`config.mk`:
```
export PLATFORM = sky130hd
export DESIGN_NAME = dchc_ram
export DESIGN_NICKNAME = d
export VERILOG_FILES = /design/src/hdl/dchc_ram.sv
export SDC_FILE = /design/constraint.sdc
export NUM_CORES = 1
export LEC_CHECK = 0
export ABC_AREA = 0
export BUFFER_PORTS_ARGS = -buffer_cell sky130_fd_sc_hd__buf_2
export CORE_ASPECT_RATIO = 1.4
export CORE_MARGIN = 2
export CORE_UTILIZATION = 30
export DETAILED_ROUTE_END_ITERATION = 10
export GPL_ROUTABILITY_DRIVEN = 0
export PLACE_DENSITY = 0.56
export SETUP_SLACK_MARGIN = 0.5
export SLEW_MARGIN = 15
export SYNTH_ARGS = -nofsm -noshare
export SYNTH_HDL_FRONTEND = slang
export SYNTH_SLANG_ARGS = --single-unit
```
`constraint.sdc`:
```
create_clock -name clock -period 2.2 [get_ports clock]
set_input_delay 0.44 -clock clock [delete_from_list [all_inputs] [get_ports clock]]
set_output_delay 0.44 -clock clock [all_outputs]
set_load 0.01 [all_outputs]
```
`src/hdl/dchc_ram.sv`:
```
// Generic simple dual-port RAM with registered read.
`default_nettype none

module dchc_ram #(
   parameter int WIDTH = 8,
   parameter int DEPTH = 16,
   localparam int AW = (DEPTH > 1) ? $clog2(DEPTH) : 1
) (
   input  wire logic             clock,
   input  wire logic             wr_en,
   input  wire logic [AW-1:0]    wr_addr,
   input  wire logic [WIDTH-1:0] wr_data,
   input  wire logic [AW-1:0]    rd_addr,
   output logic      [WIDTH-1:0] rd_data
);

   logic [WIDTH-1:0] mem [DEPTH];

   always_ff @(posedge clock) begin
      if (wr_en) begin
         mem[wr_addr] <= wr_data;
      end
      rd_data <= mem[rd_addr];
   end

endmodule

`default_nettype wire

```
* Yosys cells after proc, flatten, opt, wreduce, memory -nomap -nowiden
Memories as Yosys holds them, arrays and structs flattened. A register that Yosys moved wholly into a read port is not among the register bits.
Cells that the tools add are included.
** Storage, ports and cells
- Output and inout port bits :: 8
- Memory bits (writable) :: 128
- Bits in read-only memories :: 0
- Register bits :: 0
- Logic and storage cells :: 3
- Memories :: 1
- Latch bits :: 0
- Input bits :: 18
** Cells by class
- Add/subtract/negate cells :: 0
- Shift-type cells :: 0
- Muxes and demuxes :: 2
- Reductions and logical operators :: 0
- Div/mod/pow operators :: 0
- $mul :: 0
- Bitwise logic cells :: 0
- Equal/unequal tests :: 0
- Magnitude comparators :: 0
** Memories
- mem :: depth 16, width 8, read ports 1, clocked after Yosys merged registers in 1, wr ports 1, line 17 : logic [WIDTH-1:0] mem [DEPTH];
** Operators with widths (count)
- two-way mux 1 bit :: 2

* Logic depth before layout (Yosys ltp)
- Depth after elaboration :: 2
- Gate-level depth with buffers :: 5
- Mapped depth without buffers :: 3

* Least setup slack after synthesis
Ideal clock, no wire load.
- Path kind :: input to register
- Start :: in wr_addr[2]
- End :: mem mem[0][0] (enable)
- Setup slack :: 0.267 ns
- Arrival time :: 1.550 ns
- Required time :: 1.817 ns
- Cell stages on the path :: 2
- Setup time :: 0.383 ns
- Buffers on the path :: 0
- Cell sequence :: or3b_2 -> nor3_1
** RTL lines
- start: declaration :: line 11 : input wire logic [AW-1:0] wr_addr,
- end: declaration :: line 17
No word-level cell before the write port.

==> Implementation_results.wiki <==
{| class="wikitable"
! Metric !! Value
|-
| Result of the run || complete, no violations
|-
| Critical register-to-register path endpoint || rd_data[7]
|-
| CTS tree || done
|-
| Count of antenna diodes in the layout || 0
|-
| Top cell type's share of synthesized area || 74.67%
|-
| Number of max-capacitance violations reported || 0
|-
| Largest fanout on the critical path || 32
|-
| Fillers || 1554
|-
| Antenna violations before repair || 0
|-
| Pin count of the biggest net entering global routing || 33
|-
| Proportion of synthesized chip area in sequential cells || 77.78%
|-
| Maximum ir drop on the vdd rail || 343.9 uV
|-
| Largest cells by area after synthesis || edfxtp_1 75%, mux4_2 7.9%, mux4_1 7.1%
|-
| Worst EP required || 2.48 ns
|-
| Number of cells on the worst reg-to-reg path || 3
|-
| Highest cell delay on the worst timing path || 0.58 ns
|-
| Number of nets still failing antenna checks after routing || 0
|-
| Post-layout nets || 302
|-
| Period Utilization, post-route || 67.99%
|-
| Top cell type by total area after synthesis || edfxtp_1
|-
| Placement row count || 56
|-
| Wire length per cell || 20.87 um
|-
| Area of combinational cells with multiple inputs || 1062 um^2
|-
| Core Util, Final || 36.70%
|-
| Min Tclk post-route || 1.496 ns
|-
| Vias after detailed routing || 2426
|-
| Overall overflow remaining after global route || 0
|-
| Number of hold-slack violations in the final timing report || 0
|-
| Final number of setup-violating endpoints || 0
|-
| Residual DRC || 0
|-
| Overall fraction of global-route tracks in use || 12.22%
|-
| Min-delay worst type || in2reg
|-
| Setup TNS || 0 ns
|-
| Leak pwr || 2.085 nW
|-
| Post-synthesis async set-or-reset flop share || 0%
|-
| CP cell instances || buf_2 -> buf_12 -> mux4_2 -> a22oi_1 -> nand2_1
|-
| Wire length of the first global-routing pass || 16.02 mm
|-
| Number of search-and-repair iterations in the first detailed-routing pass || 4
|-
| Critical path endpoint category || flip-flop
|-
| Top FF cell, synth || edfxtp_1
|-
| Buffers added on ports || 25
|-
| Launching instance or port of the critical path || rd_addr[0]
|-
| Ranking of synthesized cells by instance count || 128 x edfxtp_1, 18 x mux4_2, 16 x a22oi_1
|-
| Worst-case hold slack || 0.4184 ns
|-
| Width of the die || 114.7 um
|-
| Core ar. || 16820 um^2
|-
| Master cell of the clock root buffer || clkbuf_16
|-
| Synth-to-layout area growth || 19.91%
|-
| RSZ-0062 raised after global routing || false
|-
| Via density per instance || 4.852
|-
| Post CTS Setup Buffer Count || 0
|-
| Final routed wirelength across all metal layers || 10.44 mm
|-
| Remaining max-slew budget at the tightest pin || 69.26%
|-
| CTS-repair resized insts || 0
|-
| Cell variety after synth || 19
|-
| Achievable frequency || 668.6 MHz
|-
| Setup skew after layout || 0.007543 ns
|-
| Most used standard cell by instance count after synthesis || edfxtp_1
|-
| Synthesized area || 5147 um^2
|-
| Setup ws final || 0.7043 ns
|-
| Transition time of the tightest slew-check pin || 0.4611 ns
|-
| Syn. warnings || 0
|-
| CP startpoint kind || primary input
|-
| WP data arrival || 1.77 ns
|-
| Worst path top cell family by delay || multiplexers
|-
| Origin of the worst min-delay path || wr_data[5]
|-
| Syn avg cell area || 22.48 um^2
|-
| DRC violation total after the first TritonRoute iteration || 112
|-
| H-tree level count || 4
|-
| Seq. cell area || 4004 um^2
|-
| Critical Path Slowest Stage Cell || mux4_2
|-
| Worst R2R Start || mem[7][7]
|-
| Die area || 18240 um^2
|-
| Reg2reg setup slack || 0.82 ns
|-
| End point of the most critical hold path || mem[4][5]
|-
| EDFF count, synth || 128
|-
| Initial cell density of the core || 30.61%
|-
| Chip Height || 159.0 um
|-
| Hold-fix buffer count after cts || 0
|-
| Worst-path clk slew || 0.06 ns
|-
| Clock tree buffer depth || 2
|-
| HPWL after DPL || 6.554 mm
|-
| Worst hold path depth || 1
|-
| Fraction of final layout cells with drive strength greater than 1 || 31.99%
|-
| Post-Place Worst Slack || 0.2789 ns
|-
| Type of the worst setup path || in2reg
|-
| Final Max Tran Viols || 0
|-
| Clock latency on the worst-skew pair || 0.41 ns
|-
| Vias in the first global route || 2543
|-
| Total nets after synthesis || 247
|-
| Number of placed I/O pins || 26
|-
| Post-layout power || 0.005779 W
|-
| Number of instances in the synthesized netlist || 229
|-
| Worst path buffer plus inverter count || 2
|-
| Synthesized flop and latch total || 136
|-
| Cts bufs inserted || 17
|-
| Power per cell area || 936.3 nW/um^2
|-
| Clock net sink count || 136
|}
==> layout by cell type (no fill, tap or decap), drive strengths merged <==
cell type	netlist	final
a22oi	16	16
and2	1	1
and2b	1	1
buf	7	46
bufinv	0	1
clkbuf	0	22
clkinv	0	7
clkinvlp	0	2
dfxtp	8	8
edfxtp	128	128
mux4	32	32
nand2	9	9
nand2b	2	2
nand3	1	1
nand3b	2	2
nor2	13	13
nor2b	1	1
nor3	4	4
or3b	1	1
==> metrics by stage <==
stage / instance area (um^2) / std cells
floorplan: 5152 / 229
global placement: 5628 / 468
detailed placement: 5628 / 468
CTS: 6172 / 500
global route: 6172 / 500
finish: 6172 / 500
==> metal layers <==
metal  vias to the layer above  share of wire, %  GRT usage, %
met5                         -                 0             0
met4                         0               1.5         4.929
met3                        13               3.3         3.121
met2                        57                50         19.53
met1                      1277                45         15.89
li1                       1079                 -             -
==> registers in the layout, summed over array words and instances, names as in the netlist <==
name / cells
mem: 128
rd_data: 8
==> power breakdown <==
group | switching (W) | internal (W)
sequential | 0.0000160 | 0.00290
combinational | 0.000161 | 0.000118
clock | 0.000989 | 0.00160
==> worst max path at each step <==
stage                      end  slack (ns)  cells past startpoint
CTS                 rd_data[7]        0.67                      5
global route        rd_data[7]        0.65                      5
detailed placement  rd_data[7]        0.28                      5
finish              rd_data[7]        0.70                      5
global placement    rd_data[3]        0.28                      5
floorplan            mem[3][0]        0.49                      2
==> final cells by class <==
cell class / count / area share, %
tap: 203 / 4.115
timing repair buffer: 46 / 4.987
sequential: 136 / 64.87
multi-input combinational: 83 / 17.21
clock buffer: 22 / 7.521
clock inverter: 10 / 1.297
==> cell families after synthesis <==
| family | Yosys count | share of synthesized area [%] |
|---|---|---|
| mux | 32 | 15.02 |
| flops | 136 | 77.78 |
| buf+inv | 10 | 1.677 |
| compound gates | 16 | 2.334 |
| simple gates | 35 | 3.184 |
Power figures use the tool's default switching activity.
