File: config.mk
export PLATFORM = sky130hd
export DESIGN_NAME = dchc_map
export DESIGN_NICKNAME = d
export VERILOG_FILES = /design/src/hdl/dchc_map.sv
export SDC_FILE = /design/constraint.sdc
export NUM_CORES = 1
export LEC_CHECK = 0
export ABC_AREA = 1
export BUFFER_PORTS_ARGS = -buffer_cell sky130_fd_sc_hd__buf_4
export CAP_MARGIN = 30
export CELL_PAD_IN_SITES_DETAIL_PLACEMENT = 0
export CELL_PAD_IN_SITES_GLOBAL_PLACEMENT = 1
export CORE_MARGIN = 2
export CORE_UTILIZATION = 40
export DETAILED_ROUTE_END_ITERATION = 6
export GPL_TIMING_DRIVEN = 0
export PLACE_DENSITY_LB_ADDON = 0.3
export SLEW_MARGIN = 20
export SYNTH_ARGS = -nofsm -noshare
export SYNTH_HDL_FRONTEND = slang
export SYNTH_SLANG_ARGS = --single-unit
File: constraint.sdc
create_clock -name clock -period 4.3 [get_ports clock]
set_clock_uncertainty 0.1 [all_clocks]
set_input_delay 0.43 -clock clock [delete_from_list [all_inputs] [get_ports clock]]
set_output_delay 0.43 -clock clock [all_outputs]
set_load 0.01 [all_outputs]
File: src/hdl/dchc_map.sv
// Coordinate to channel index mapping with range check, registered.
`default_nettype none

module dchc_map #(
   parameter int UNIT_COLS   = 32,
   parameter int UNIT_ROWS   = 28,
   parameter int MODULE_COLS = 64,
   parameter int MODULE_ROWS = 56,
   parameter int GAIN_COUNT  = 2,
   localparam int CHANNELS   = MODULE_COLS * MODULE_ROWS * GAIN_COUNT,
   localparam int AW         = (CHANNELS > 1) ? $clog2(CHANNELS) : 1
) (
   input  wire logic          clock,
   input  wire logic          load,
   input  wire logic [4:0]    local_col,
   input  wire logic [4:0]    local_row,
   input  wire logic          unit_col,
   input  wire logic          unit_row,
   input  wire logic          gain_sel,
   output logic      [AW-1:0] idx_ff,
   output logic               err_ff
);

   localparam int COL_MAX = (31 + UNIT_COLS > MODULE_COLS) ? 31 + UNIT_COLS : MODULE_COLS;
   localparam int ROW_MAX = (31 + UNIT_ROWS > MODULE_ROWS) ? 31 + UNIT_ROWS : MODULE_ROWS;
   localparam int COL_W   = $clog2(COL_MAX + 1);
   localparam int ROW_W   = $clog2(ROW_MAX + 1);

   logic [COL_W-1:0] col;
   logic [ROW_W-1:0] row;
   logic [AW-1:0]    idx_in;
   logic             err_in;

   always_comb begin
      col    = COL_W'(local_col) + (unit_col ? COL_W'(UNIT_COLS) : '0);
      row    = ROW_W'(local_row) + (unit_row ? ROW_W'(UNIT_ROWS) : '0);
      err_in = (col >= COL_W'(MODULE_COLS)) || (row >= ROW_W'(MODULE_ROWS)) ||
               ((GAIN_COUNT < 2) && gain_sel);
      idx_in = (AW'(col) * AW'(MODULE_ROWS) + AW'(row)) * AW'(GAIN_COUNT) + AW'(gain_sel);
   end

   always_ff @(posedge clock) begin
      if (load) begin
         idx_ff <= idx_in;
         err_ff <= err_in;
      end
   end

endmodule

`default_nettype wire

## Yosys cells after proc, flatten, opt, wreduce, memory -nomap -nowiden

Cells that the tools add are included.

- Magnitude comparators: 2
- Multiply operators: 1
- Muxes and demuxes: 2
- Reductions and logical operators: 1
- Add/sub/neg operators: 4

Operator list:

| operator | count |
|---|---|
| 13-bit by 1-bit adder with 13-bit output | 1 |
| 12-bit by 6-bit adder with 12-bit output | 1 |
| 7-bit by 3-bit multiplier with 9-bit output (second input constant) | 1 |
| 5-bit by 6-bit adder with 7-bit output | 1 |
| 7-bit >= comparator (second input constant) | 1 |
| 5-bit by 5-bit adder with 6-bit output | 1 |
| 6-bit >= comparator (second input constant) | 1 |
| 6-bit two-way mux | 1 |
| 5-bit two-way mux | 1 |
| 1-bit logical OR | 1 |

- Bits in registers: 14
- Output and inout bits: 14

## Depth between registers and ports, before layout

- Depth in word-level cells: 5
- Depth in mapped cells: 15
- Mapped depth without buffers: 15

## Worst setup path before layout

OpenSTA, ideal clock, no wires.

- Path kind: input -> register
- Start point: in local_col[0]
- End point: reg idx_ff[12], data pin
- Setup slack: 1,746 ps
- Cell stages on the path: 10
- Setup time: 252 ps
- Arrival time: 2,201 ps
- Path through: fa_1 > ha_1 > fa_1 > nand2_1 > nor2_2 > nand3_2 > nor2_2 > nand2_1 > nand2_1 > nand2_1

- Cells in the longest elaborated chain, start to end: 4

Ends and longest elaborated chain:

| element | RTL line | text |
|---|---|---|
| start, declared | 15 | `input wire logic [4:0] local_col,` |
| 5-bit by 6-bit adder with 7-bit output | 35 | `col = COL_W'(local_col) + (unit_col ? COL_W'(UNIT_COLS) : '0);` |
| 7-bit by 3-bit multiplier with 9-bit output | 39 | `idx_in = (AW'(col) * AW'(MODULE_ROWS) + AW'(row)) * AW'(GAIN_COUNT) + AW'(gain_sel);` |
| 12-bit by 6-bit adder with 12-bit output | 39 |  |
| 13-bit by 1-bit adder with 13-bit output | 39 |  |
| net idx_in[12] | 31 | `logic [AW-1:0] idx_in;` |
| end signal, assigned | 44 | `idx_ff <= idx_in;` |
| end, declared | 20 | `output logic [AW-1:0] idx_ff,` |

The timed path passes the listed nets, and every way through them passes these cells.
A chain may end at the register's enable or synchronous reset.

## Worst setup path after layout

Same ends and word-level chain as after synthesis.

==> reports/metrics.yaml <==
yosys:
  post_synth_and_or_nand_nor_area_fraction: 0.215
  asyncSetResetFlopFracSynth: 0
  synth_compound_area_frac: 0.0271
  synthDistinctLibCells: 19
  synth-adder-area-share: 0.290
  post-synth-top-count-cell: "nand2_1"
  synth_mux_area_frac: 0
  combinational_family_with_the_most_area_after_synthesis: "adder cells"
  synth.top_cell.area_share: 0.364
  synth.ff_latch_count: 14
  dominantRegCellSynth: "edfxtp_1"
  yosys_warnings: 0
  syn_area_per_cell_um2: 10.1
  synth.area.top_cells: "edfxtp_1 (36%), ha_1 (15%), fa_1 (14%)"
  post_synthesis_cell_area_um2: 1150
  mappedNetlistNets: 151
  synth-edff-count: 14
  dominant_cell_type_by_area_after_synthesis: "edfxtp_1"
  synth_xor_xnor_area_share: 0.0455
  gate_count_after_technology_mapping: 114
  synth.yosys.seq_area_share: 0.364
  synth_top_cells_by_count: "nand2_1 (21), inv_1 (17), edfxtp_1 (14), ha_1 (14), nand3_1 (9)"
floorplanning:
  rows: 19
  floorplan.initialDensity: 0.419
  design.portCount: 29
  area_of_the_core_um2: 2760
  dieWidth_um: 57.7
  dieHeight_um: 57.7
  design.die.area_um2: 3330
routing:
  drt_pre_antenna_iters: 4
  vias_per_cell: 4.81
  vias: 851
  routed_wirelength_mm: 1.86
  drtIter0Drc: 4
  route.detailed.drc: 0
  routedWlPerCell_um: 10.5
  antenna_left: 0
job:
  max-cap-violations: 0
power_and_ir_drop:
  p_comb_frac: 0.456
  ir_worst_vdd_mv: 0.271
  switchingPower_w: 0.000163
  clock_network_fraction_of_total_power: 0.145
  power.switching_fraction: 0.337
  p_int_w: 0.000320
  share_seq_of_total_power: 0.399
  power-per-cell-area_nw_per_um2: 338
  p_leak_nw: 0.699
clock_network:
  cts_post_setup_buffers_inserted: 0
  cts-root-to-sink-buffers: 2
  cts_tree: "yes"
  cts-hold-fix-buffers: 0
  worst_setup_hold_path_clk_slew_ns: 0.07
  htree_levels: 1
  number_of_buffers_inserted_during_clock_tree_synthesis: 3
  numClockSinks: 14
  cts_root_buffer: "clkbuf_4"
  ctsResizeCount: 0
finish:
  syn_to_final_growth_pct: 23.8
  multi_input_area_um2: 667
  sequential_cell_area_um2: 420
  post_route_cells_drive_above_1_share: 0.295
  fillerInstances: 256
  diodes: 0
  layout.nets: 184
sta:
  final_max_slew_viol_count: 0
  slew-limit-headroom: 0.832
  report.final.setup_viol: 0
  final_critical_path_setup_slack_ns: 1.77
  setup-tns-final_ns: 0
  achievable-frequency_ghz: 0.396
  min_period_over_period: 0.588
  grt_setup_unrepaired: "no"
  hold_viol: 0
  final_period_minus_worst_setup_slack_ns: 2.53
  tightest_slew_ns: 0.251
worst_hold_path:
  timing.hold.worst_path_depth: 1
  hold_start: "local_row[1]"
  holdPathEnd: "idx_ff[2]$_DFFE_PP_"
  worstHoldPathType: "input pin to register"
worst_setup_path:
  worstPathRequired_ns: 4.23
  worstSetupPathType: "input pin to register"
  critPathLaunchType: "input pin"
  critPathCaptureType: "register"
  data_arrival_time_of_the_critical_path_ns: 2.46
  startpoint: "local_col[0]"
  worst-path-max-fanout: 3
placed_design:
  final_estimated_routing_congestion_in_global_placement: 0.788
  dp_worst_setup_slack_ns: 1.51
  port_bufs: 28
  dp_hpwl_mm: 1.62
grt:
  first_global_vias: 825
  grt_antenna_before_repair: 0
  overall_global_routing_usage: 0.129
  maximum_number_of_pins_on_one_net_before_global_route_repair: 15
  gr-total-overflow: 0
  grt_pass1_wl_mm: 3.33
run_status:
  run_status: "completed"
==> critical path, cell delays in order <==
cell and delay [ns]:
buf_4 0.13, fa_1 0.47, ha_1 0.24, fa_1 0.60, nand2_1 0.12, nor2_2 0.10
nand3_2 0.10, nor2_2 0.11, nand2_1 0.05, nand2_1 0.05, nand2_1 0.04
==> cell families (layout without fill, tap and decap cells) <==
logic type / count (synthesis) / in the layout
AO/OA/AOI/OAI: 6 / 6
XOR/XNOR: 6 / 6
adder cells (fa/ha/maj): 22 / 22
buffers and inverters: 18 / 50
flip-flops: 14 / 14
AND/OR/NAND/NOR: 48 / 48
==> metrics by stage <==
| step | instances | power [W] | utilization | instance area, um2 | hold WS (ns) |
|---|---|---|---|---|---|
| after floorplan | 114 | 0.000342 | - | 1150 | 0.429 |
| after global placement | 173 | 0.000414 | 0.509 | 1400 | 0.510 |
| after detailed placement | 173 | 0.000420 | 0.509 | 1400 | 0.511 |
| after CTS | 177 | 0.000491 | 0.519 | 1430 | 0.226 |
| after global routing | 177 | 0.000524 | 0.519 | 1430 | 0.222 |
| final | 177 | 0.000483 | 0.519 | 1430 | 0.238 |
==> placed cells by master (no fill, tap or decap) <==
| cell type | synthesis | routed |
|---|---|---|
| nand3_1 | 9 | 9 |
| buf_4 | 0 | 28 |
| nand3b_4 | 1 | 1 |
| nand3_2 | 2 | 2 |
| nand2_2 | 5 | 5 |
| fa_1 | 8 | 8 |
| edfxtp_1 | 14 | 14 |
| nor2_2 | 3 | 3 |
| a21oi_1 | 4 | 4 |
| clkbuf_4 | 0 | 3 |
| inv_1 | 17 | 17 |
| ha_1 | 14 | 14 |
| inv_2 | 1 | 1 |
| a31oi_1 | 1 | 1 |
| xor2_1 | 6 | 6 |
| nand2_1 | 21 | 21 |
| nor2_1 | 3 | 3 |
| o21ai_0 | 1 | 1 |
| clkinv_1 | 0 | 1 |
| or2_1 | 1 | 1 |
| nand4_1 | 1 | 1 |
| nor3_1 | 2 | 2 |
==> state kept, by name, indices dropped and copies added, names as in the netlist <==
| register | count |
|---|---|
| err_ff | 1 |
| idx_ff | 13 |
==> worst max-delay path by stage <==
stage | endpoint | slack, ns | depth (start not counted)
2_1_floorplan | idx_ff[12]$_DFFE_PP_ | 1.75 | 10
3_3_place_gp | idx_ff[12]$_DFFE_PP_ | 1.51 | 11
3_5_place_dp | idx_ff[12]$_DFFE_PP_ | 1.51 | 11
4_1_cts | idx_ff[12]$_DFFE_PP_ | 1.78 | 11
5_1_grt | idx_ff[12]$_DFFE_PP_ | 1.67 | 15
6_report | idx_ff[12]$_DFFE_PP_ | 1.77 | 11
==> area by class of cell <==
class,count,share of cell area
multi-input combinational,82,0.466
tap,31,0.0271
sequential,14,0.294
clock inverter,1,0.00262
clock buffer,3,0.0157
timing repair buffer,28,0.147
inverter,18,0.0472
==> power by group through the flow <==
stage,logic (W),registers (W),clock network [W]
5_1_grt,0.000250,0.000196,0.0000783
6_report,0.000221,0.000193,0.0000701
4_1_cts,0.000225,0.000193,0.0000735
3_3_place_gp,0.000218,0.000196,0
2_1_floorplan,0.000131,0.000212,0
3_5_place_dp,0.000224,0.000196,0
==> metal layers <==
layer / track usage / routed length [um]
met1: 0.163 / 824
met2: 0.214 / 941
met3: 0.00893 / 68
met4: 0.0797 / 27
met5: 0 / 0
No activity file was read; power rests on OpenSTA's default activity.
