===== src/hdl/dchc_satinc.sv =====
// Shared saturating incrementer for tallies and persistent counters.
`default_nettype none

module dchc_satinc #(
   parameter int WIDTH = 32
) (
   input  wire logic [WIDTH-1:0] operand,
   input  wire logic [WIDTH-1:0] limit,
   output logic      [WIDTH-1:0] result
);

   always_comb begin
      result = (operand >= limit) ? operand : operand + WIDTH'(1);
   end

endmodule

`default_nettype wire


===== config.mk =====
export PLATFORM = sky130hd
export DESIGN_NAME = dchc_satinc
export DESIGN_NICKNAME = d
export VERILOG_FILES = /design/src/hdl/dchc_satinc.sv
export SDC_FILE = /design/constraint.sdc
export NUM_CORES = 1
export LEC_CHECK = 0
export ABC_AREA = 0
export BUFFER_PORTS_ARGS = -buffer_cell sky130_fd_sc_hd__buf_2
export CORE_ASPECT_RATIO = 0.9
export CORE_MARGIN = 2
export CORE_UTILIZATION = 40
export DETAILED_ROUTE_END_ITERATION = 12
export GPL_TIMING_DRIVEN = 0
export PLACE_DENSITY = 0.88
export SLEW_MARGIN = 0
export SYNTH_ARGS = -nofsm -noshare
export SYNTH_HDL_FRONTEND = slang
export SYNTH_SLANG_ARGS = --single-unit

===== constraint.sdc =====
create_clock -name vclk -period 4.8
set_input_delay 0.24 -clock vclk [all_inputs]
set_output_delay 0.24 -clock vclk [all_outputs]
set_load 0.005 [all_outputs]

; Word level (Yosys, flattened, before mapping)
; Index checks and enable logic that the tools add are counted.
[totals]
in_bits = 64
wordCells = 3
register_bits = 0
[op_classes]
mux = 1
addsub = 1
magnitude_cmp = 1
[op_table]
columns = cell, count
row1 = 32-bit by 1-bit adder with 32-bit output (second input constant), 1
row2 = 32-bit >= comparator, 1
row3 = 32-bit two-way mux, 1

; Logic depth before layout (Yosys ltp)
; Gate-level depths: netlist (run 1).
[logic_depth]
depth_word = 2
depth_mapped = 9
depth_no_buf = 8

; Least setup slack after synthesis (run 1)
; OpenSTA, ideal clock, no wires.
[synth_path]
path_type = in2out
startpoint = in limit[15]
endpoint = out result[11]
stages = 9
path_buffers = 1
required_ps = 4560
setup_slack_ps = 2476
arrival_time_ps = 2084
path_cell_list = inv_1 > ha_1 > nand4_1 > or4_1 > o32a_1 > a21oi_2 > buf_2 > nor3_1 > xor2_1
[synth_between]
elab_chain_len = 2
[synth_lines]
columns = element, line_no
row1 = start: declaration, 8  ; input wire logic [WIDTH-1:0] limit,
row2 = 32-bit >= comparator, 13  ; result = (operand >= limit) ? operand : operand + WIDTH'(1);
row3 = 32-bit two-way mux, 13
row4 = end: declaration, 9  ; output logic [WIDTH-1:0] result
; No other way between the ends.

; Worst setup path in the final report (run 1)
[layout_path]
startpoint = in operand[0]
endpoint = out result[5]
[layout_between]
elab_chain_len = 2
[layout_lines]
columns = element, line_no
row1 = start: declaration, 7  ; input wire logic [WIDTH-1:0] operand,
row2 = 32-bit by 1-bit adder with 32-bit output / 32-bit >= comparator (equally long branches), 13
row3 = 32-bit two-way mux (*), 13
; Every way passes the cells marked *; elsewhere a longest branch is shown, timed or not.

==> results of run 1 <==
[layout by cell type (no fill, tap or decap), types with 7 or more instances in the layout]
master and instances:
nor3_1 8, nand4_1 8, nand2_1 20, buf_2 101, xor2_1 28, nand3_1 12, inv_1 35, ha_1 33
nor4_1 16, a21oi_1 14, nor2_1 7
[area by class of cell]
cell class                      count  area [sq um]
Buffer                              6          28.8
Fill cell                         376          1640
Inverter                           35           131
Multi-Input combinational cell    185          1370
Tap cell                           46          57.6
Timing Repair Buffer               96           480
[cells in the mapped netlist (all sizes together), types with 3 or more instances]
library cell	count	area, sq um
xnor2	3	26.3
nor4b	4	35.0
nand3	13	70.1
inv	35	131
nor2	7	26.3
nand4	8	50.1
nand2	20	75.1
nor3	9	50.1
ha	33	413
o21ai	5	25.0
nor4	16	100
a21oi	15	78.8
buf	5	25.0
and2	3	18.8
and3	6	37.5
xor2	28	245
[power breakdown]
| group | leakage, nW | internal [mW] | switching [mW] |
|---|---|---|---|
| Clock | 0 | 0 | 0 |
| Sequential | 0 | 0 | 0 |
| Combinational | 1.18 | 0.0682 | 0.0789 |
[worst max-delay path, stage by stage]
cell	delay, ps
buf_2	110
inv_1	70
ha_1	280
nand2b_1	140
a2111oi_0	640
o32a_1	270
a21oi_2	80
buf_2	200
nor4b_1	430
xor2_1	180
buf_2	130
[logic make-up after synthesis]
| kind of cell | Yosys count | share of synthesized area (%) |
|---|---|---|
| AOI/OAI and AO/OA | 26 | 10.1 |
| xor gates and xnor gates | 31 | 17.7 |
| adders and majority gates | 33 | 27.0 |
| buffers and inverters | 41 | 10.5 |
| muxes | 1 | 0.736 |
| and+or+nand+nor | 94 | 34.0 |
[metal layers]
layer	part of all wire [%]	routed length, microns	global-route usage, %	up-vias
li1	-	-	-	999
met1	47	2120	27.3	856
met2	45	2060	35.9	93
met3	7.5	341	1.61	2
met4	0.31	14	0.735	0
met5	0	0	0	-
[stage by stage]
| stage | total power [mW] | setup slack [ps] | utilization [%] | instances |
|---|---|---|---|---|
| after detailed placement | 0.147 | 1800 | 55.8 | 368 |
| after global placement | 0.142 | 1940 | 55.8 | 368 |
| after global routing | 0.167 | 1550 | 55.8 | 368 |
| after floorplan | 0.0754 | 2480 | - | 226 |
| after CTS | 0.148 | 1790 | 55.8 | 368 |
| final | 0.147 | 1780 | 55.8 | 368 |
[worst max path at each step]
stage	endpoint	slack (ps)	cells past startpoint
2_1_floorplan	result[11]	2480	9
3_3_place_gp	result[5]	1940	11
3_5_place_dp	result[5]	1800	11
4_1_cts	result[5]	1790	11
5_1_grt	result[23]	1550	11
6_report	result[5]	1780	11
==> flow_metrics.py, run 1 <==
metrics = {
    "worst_setup_path": {
        "worst-path-max-fanout": 10,
        "crit_start": "operand[0]",
        "start_kind": "primary input",
        "required_ps": 4560,
        "cp-end-kind": "output pin",
        "critPathKind": "primary input to output pin",
        "crit_arrival_ps": 2780,
    },
    "worst_hold_path": {
        "holdPathStages": 3,
        "hp-start": "operand[16]",
        "hold_end": "result[16]",
        "hold_path.class": "primary input to output pin",
    },
    "layout": {
        "nClkBuffers": 0,
        "design_area_sq_um": 2070,
        "seqCellArea_sq_um": 0,
        "antenna_cells": 0,
        "syn2layout_area_growth_pct": 35.2,
        "nFlopsAndLatches": 0,
        "drive_above_1_share_pct": 33.2,
        "layout.nets": 421,
    },
    "sta": {
        "rsz0062_at_grt": "no",
        "fin_setup_tns_ps": 0,
        "max_freq_mhz": 332,
        "timing.final.crit_share_pct": 62.8,
        "drv_slew": 0,
        "slew_headroom_pct": 54.4,
        "tightestPinTransition_ps": 666,
        "hold_slack_ps": 764,
        "finalSetupViolCount": 0,
        "hold_violations": 0,
        "period_needed_ps": 3020,
    },
    "die": {
        "die_x_microns": 69.2,
        "core-area_sq_um": 3700,
        "rows": 21,
        "dieHeight_microns": 62.7,
        "pin_count": 96,
        "dieArea_sq_um": 4340,
        "start_util_pct": 41.3,
    },
    "clock_tree": {
        "cts_setup_buffers": 0,
        "hold_buffers": 0,
        "post_cts_resized": 0,
    },
    "synthesis": {
        "yosysWarnings": 0,
        "synthCells": 226,
        "ys_types": 33,
        "syn-num-nets": 323,
        "syn_area_per_cell_sq_um": 6.77,
        "seq_area_frac_synth_pct": 0,
        "syn_area_sq_um": 1530,
    },
    "placement": {
        "gp_congestion": 0.861,
        "dpl-instance-area_sq_um": 2070,
        "dpl.hpwl_microns": 3890,
        "io_buffers": 96,
    },
    "global_routing": {
        "antenna_found_initial": 0,
        "track_usage_pct": 20.0,
        "grt_max_degree": 11,
        "overflow": 0,
        "grt_pass1_wl_microns": 7700,
        "grt_pass1_vias": 1849,
    },
    "drt": {
        "vias": 1950,
        "routedWlPerCell_microns": 12.3,
        "first_pass_iters": 4,
        "drt_iter0_markers": 105,
        "post_drt_via_cell_ratio": 5.30,
        "routed_wl_microns": 4530,
        "drc": 0,
        "drtAntennaViolNets": 0,
    },
    "pwr": {
        "p_per_area_nw_per_um2": 71.1,
        "leakagePower_nw": 1.18,
        "irDropWorstVdd_mv": 0.0394,
    },
    "outcome": {
        "status": "finished, final reports clean",
    },
    "flow_run": {
        "drv_cap": 0,
    },
}
Note: power is estimated with default switching activity, not from simulation.
==> run 2: changes to the inputs <==
- ABC_AREA: 0 -> 1
- PLACE_DENSITY: 0.88 -> 0.81
- clock period: 4.8 -> 2.8 ns (I/O delays scaled with it)
==> run 2 against run 1 <==
Compared with the run above: global-route usage up 3.6 points; worst hold slack worse by 180 ps; routed wire length up 62%; sequential share of layout area unchanged; die area up 44%; highest routed layer unchanged; via count up 56%; critical path depth up 1; combinational power rose to 2.8 times the previous value.
==> flow_metrics.py, run 2 <==
metrics = {
    "global_routing": {
        "track_usage_pct": 23.6,
        "overflow": 0,
        "grt_pass1_wl_microns": 12400,
        "antenna_found_initial": 0,
        "grt_pass1_vias": 2706,
        "grt_max_degree": 11,
    },
    "layout": {
        "nClkBuffers": 0,
        "drive_above_1_share_pct": 20.6,
        "seqCellArea_sq_um": 0,
        "nFlopsAndLatches": 0,
        "syn2layout_area_growth_pct": 25.0,
        "mostFrequentLayoutCell": "nand2_1",
        "design_area_sq_um": 2820,
        "layout.nets": 652,
        "final_cell_mix": "194 x nand2_1, 103 x buf_2, 71 x inv_1",
        "final_core_util_pct": 52.8,
        "fill_cells": 622,
        "antenna_cells": 0,
        "final_cells": 620,
    },
    "placement": {
        "gp_congestion": 0.938,
        "dpl.hpwl_microns": 6350,
        "numPlacedInstances": 620,
        "dpl-instance-area_sq_um": 2820,
        "io_buffers": 96,
        "pre_cts_slack_ps": 618,
    },
    "sta": {
        "timing.final.crit_share_pct": 78.6,
        "fin_setup_tns_ps": 0,
        "period_needed_ps": 2200,
        "rsz0062_at_grt": "no",
        "tightestPinTransition_ps": 532,
        "hold_violations": 0,
        "max_freq_mhz": 454,
        "drv_slew": 0,
        "slew_headroom_pct": 64.3,
        "hold_slack_ps": 586,
        "finalWorstSetupSlack_ps": 599,
        "finalSetupViolCount": 0,
    },
    "synthesis": {
        "syn-num-nets": 554,
        "yosys.area.top_type_share_pct": 32.2,
        "synth.most_common_cell": "nand2_1",
        "synth_area_leaders": "nand2_1 32%, ha_1 18%, inv_1 12%",
        "synth_commonest_cells": "194 x nand2_1, 71 x inv_1, 49 x nor2_1, 45 x nand3_1, 33 x ha_1",
        "seq_area_frac_synth_pct": 0,
        "synthCells": 457,
        "ys_types": 22,
        "syn_area_per_cell_sq_um": 4.94,
        "syn_area_sq_um": 2260,
        "yosys.area.top_type": "nand2_1",
        "yosysWarnings": 0,
    },
    "clock_tree": {
        "hold_buffers": 0,
        "cts_setup_buffers": 0,
        "post_cts_resized": 0,
    },
    "die": {
        "rows": 25,
        "dieHeight_microns": 75.3,
        "start_util_pct": 42.2,
        "pin_count": 96,
        "die_x_microns": 83.2,
        "dieArea_sq_um": 6260,
        "core-area_sq_um": 5350,
    },
    "drt": {
        "drc": 0,
        "drt_iter0_markers": 166,
        "routed_wl_microns": 7360,
        "routedWlPerCell_microns": 11.9,
        "first_pass_iters": 4,
        "drtAntennaViolNets": 0,
        "post_drt_via_cell_ratio": 4.92,
        "vias": 3051,
    },
    "worst_setup_path": {
        "critPathKind": "primary input to output pin",
        "worst-path-max-fanout": 10,
        "start_kind": "primary input",
        "crit_arrival_ps": 2060,
        "required_ps": 2660,
        "cp-end-kind": "output pin",
    },
    "flow_run": {
        "drv_cap": 0,
    },
    "outcome": {
        "status": "finished, final reports clean",
    },
    "pwr": {
        "p_per_area_nw_per_um2": 147,
        "leakagePower_nw": 1.78,
        "irDropWorstVdd_mv": 0.0762,
        "total_power_mw": 0.414,
    },
    "worst_hold_path": {
        "hold_path.class": "primary input to output pin",
    },
}
## run 2: cell count changes after synthesis, moves of 7 or more
cell / change
nor2_1: +42
nand3b_1: +7
nand3_1: +33
inv_1: +36
xor2_1: -17
nor4_1: -16
nand2_1: +174
## run 2: critical path, cell delays in order
cell	delay (ps)
buf_2	140
ha_1	300
nand2_1	70
nor2_1	160
nand4_1	170
nor3_1	250
nand2_1	120
nand2_2	160
buf_2	280
nand2_1	80
nand2_1	80
buf_2	110
## run 2: path summary, 6_finish.rpt
path | depth (start not counted) | endpoint | startpoint
min | 4 | result[31] | operand[31]
max | 12 | result[19] | operand[23]
## run 2: cell families after synthesis
logic type / share of synthesized area [%]
buffers and inverters: 13.9
adders and majority gates: 18.3
AOI/OAI and AO/OA: 2.99
and+or+nand+nor: 60.2
xor gates and xnor gates: 4.65
## run 2: area by class of cell
class                           instances  area, sq um  share of cell area, %
Multi-Input combinational cell        377         1950                   68.9
Timing Repair Buffer                   96          480                   17.0
Inverter                               72          270                   9.57
Tap cell                               67         83.8                   2.97
Buffer                                  8         42.5                   1.51
## run 2: report_power, final
| part | leakage [nW] | internal [mW] | switching (mW) | total, mW |
|---|---|---|---|---|
| combinational | 1.78 | 0.172 | 0.242 | 0.414 |
| clock | 0 | 0 | 0 | 0 |
| sequential | 0 | 0 | 0 | 0 |
## run 2: layer usage
metal / vias to the layer above / wire length (microns) / GRT usage (%)
li1: 1617 / - / -
met1: 1337 / 3570 / 34.0
met2: 95 / 3300 / 41.6
met3: 2 / 474 / 1.21
met4: 0 / 15 / 0.546
met5: - / 0 / 0
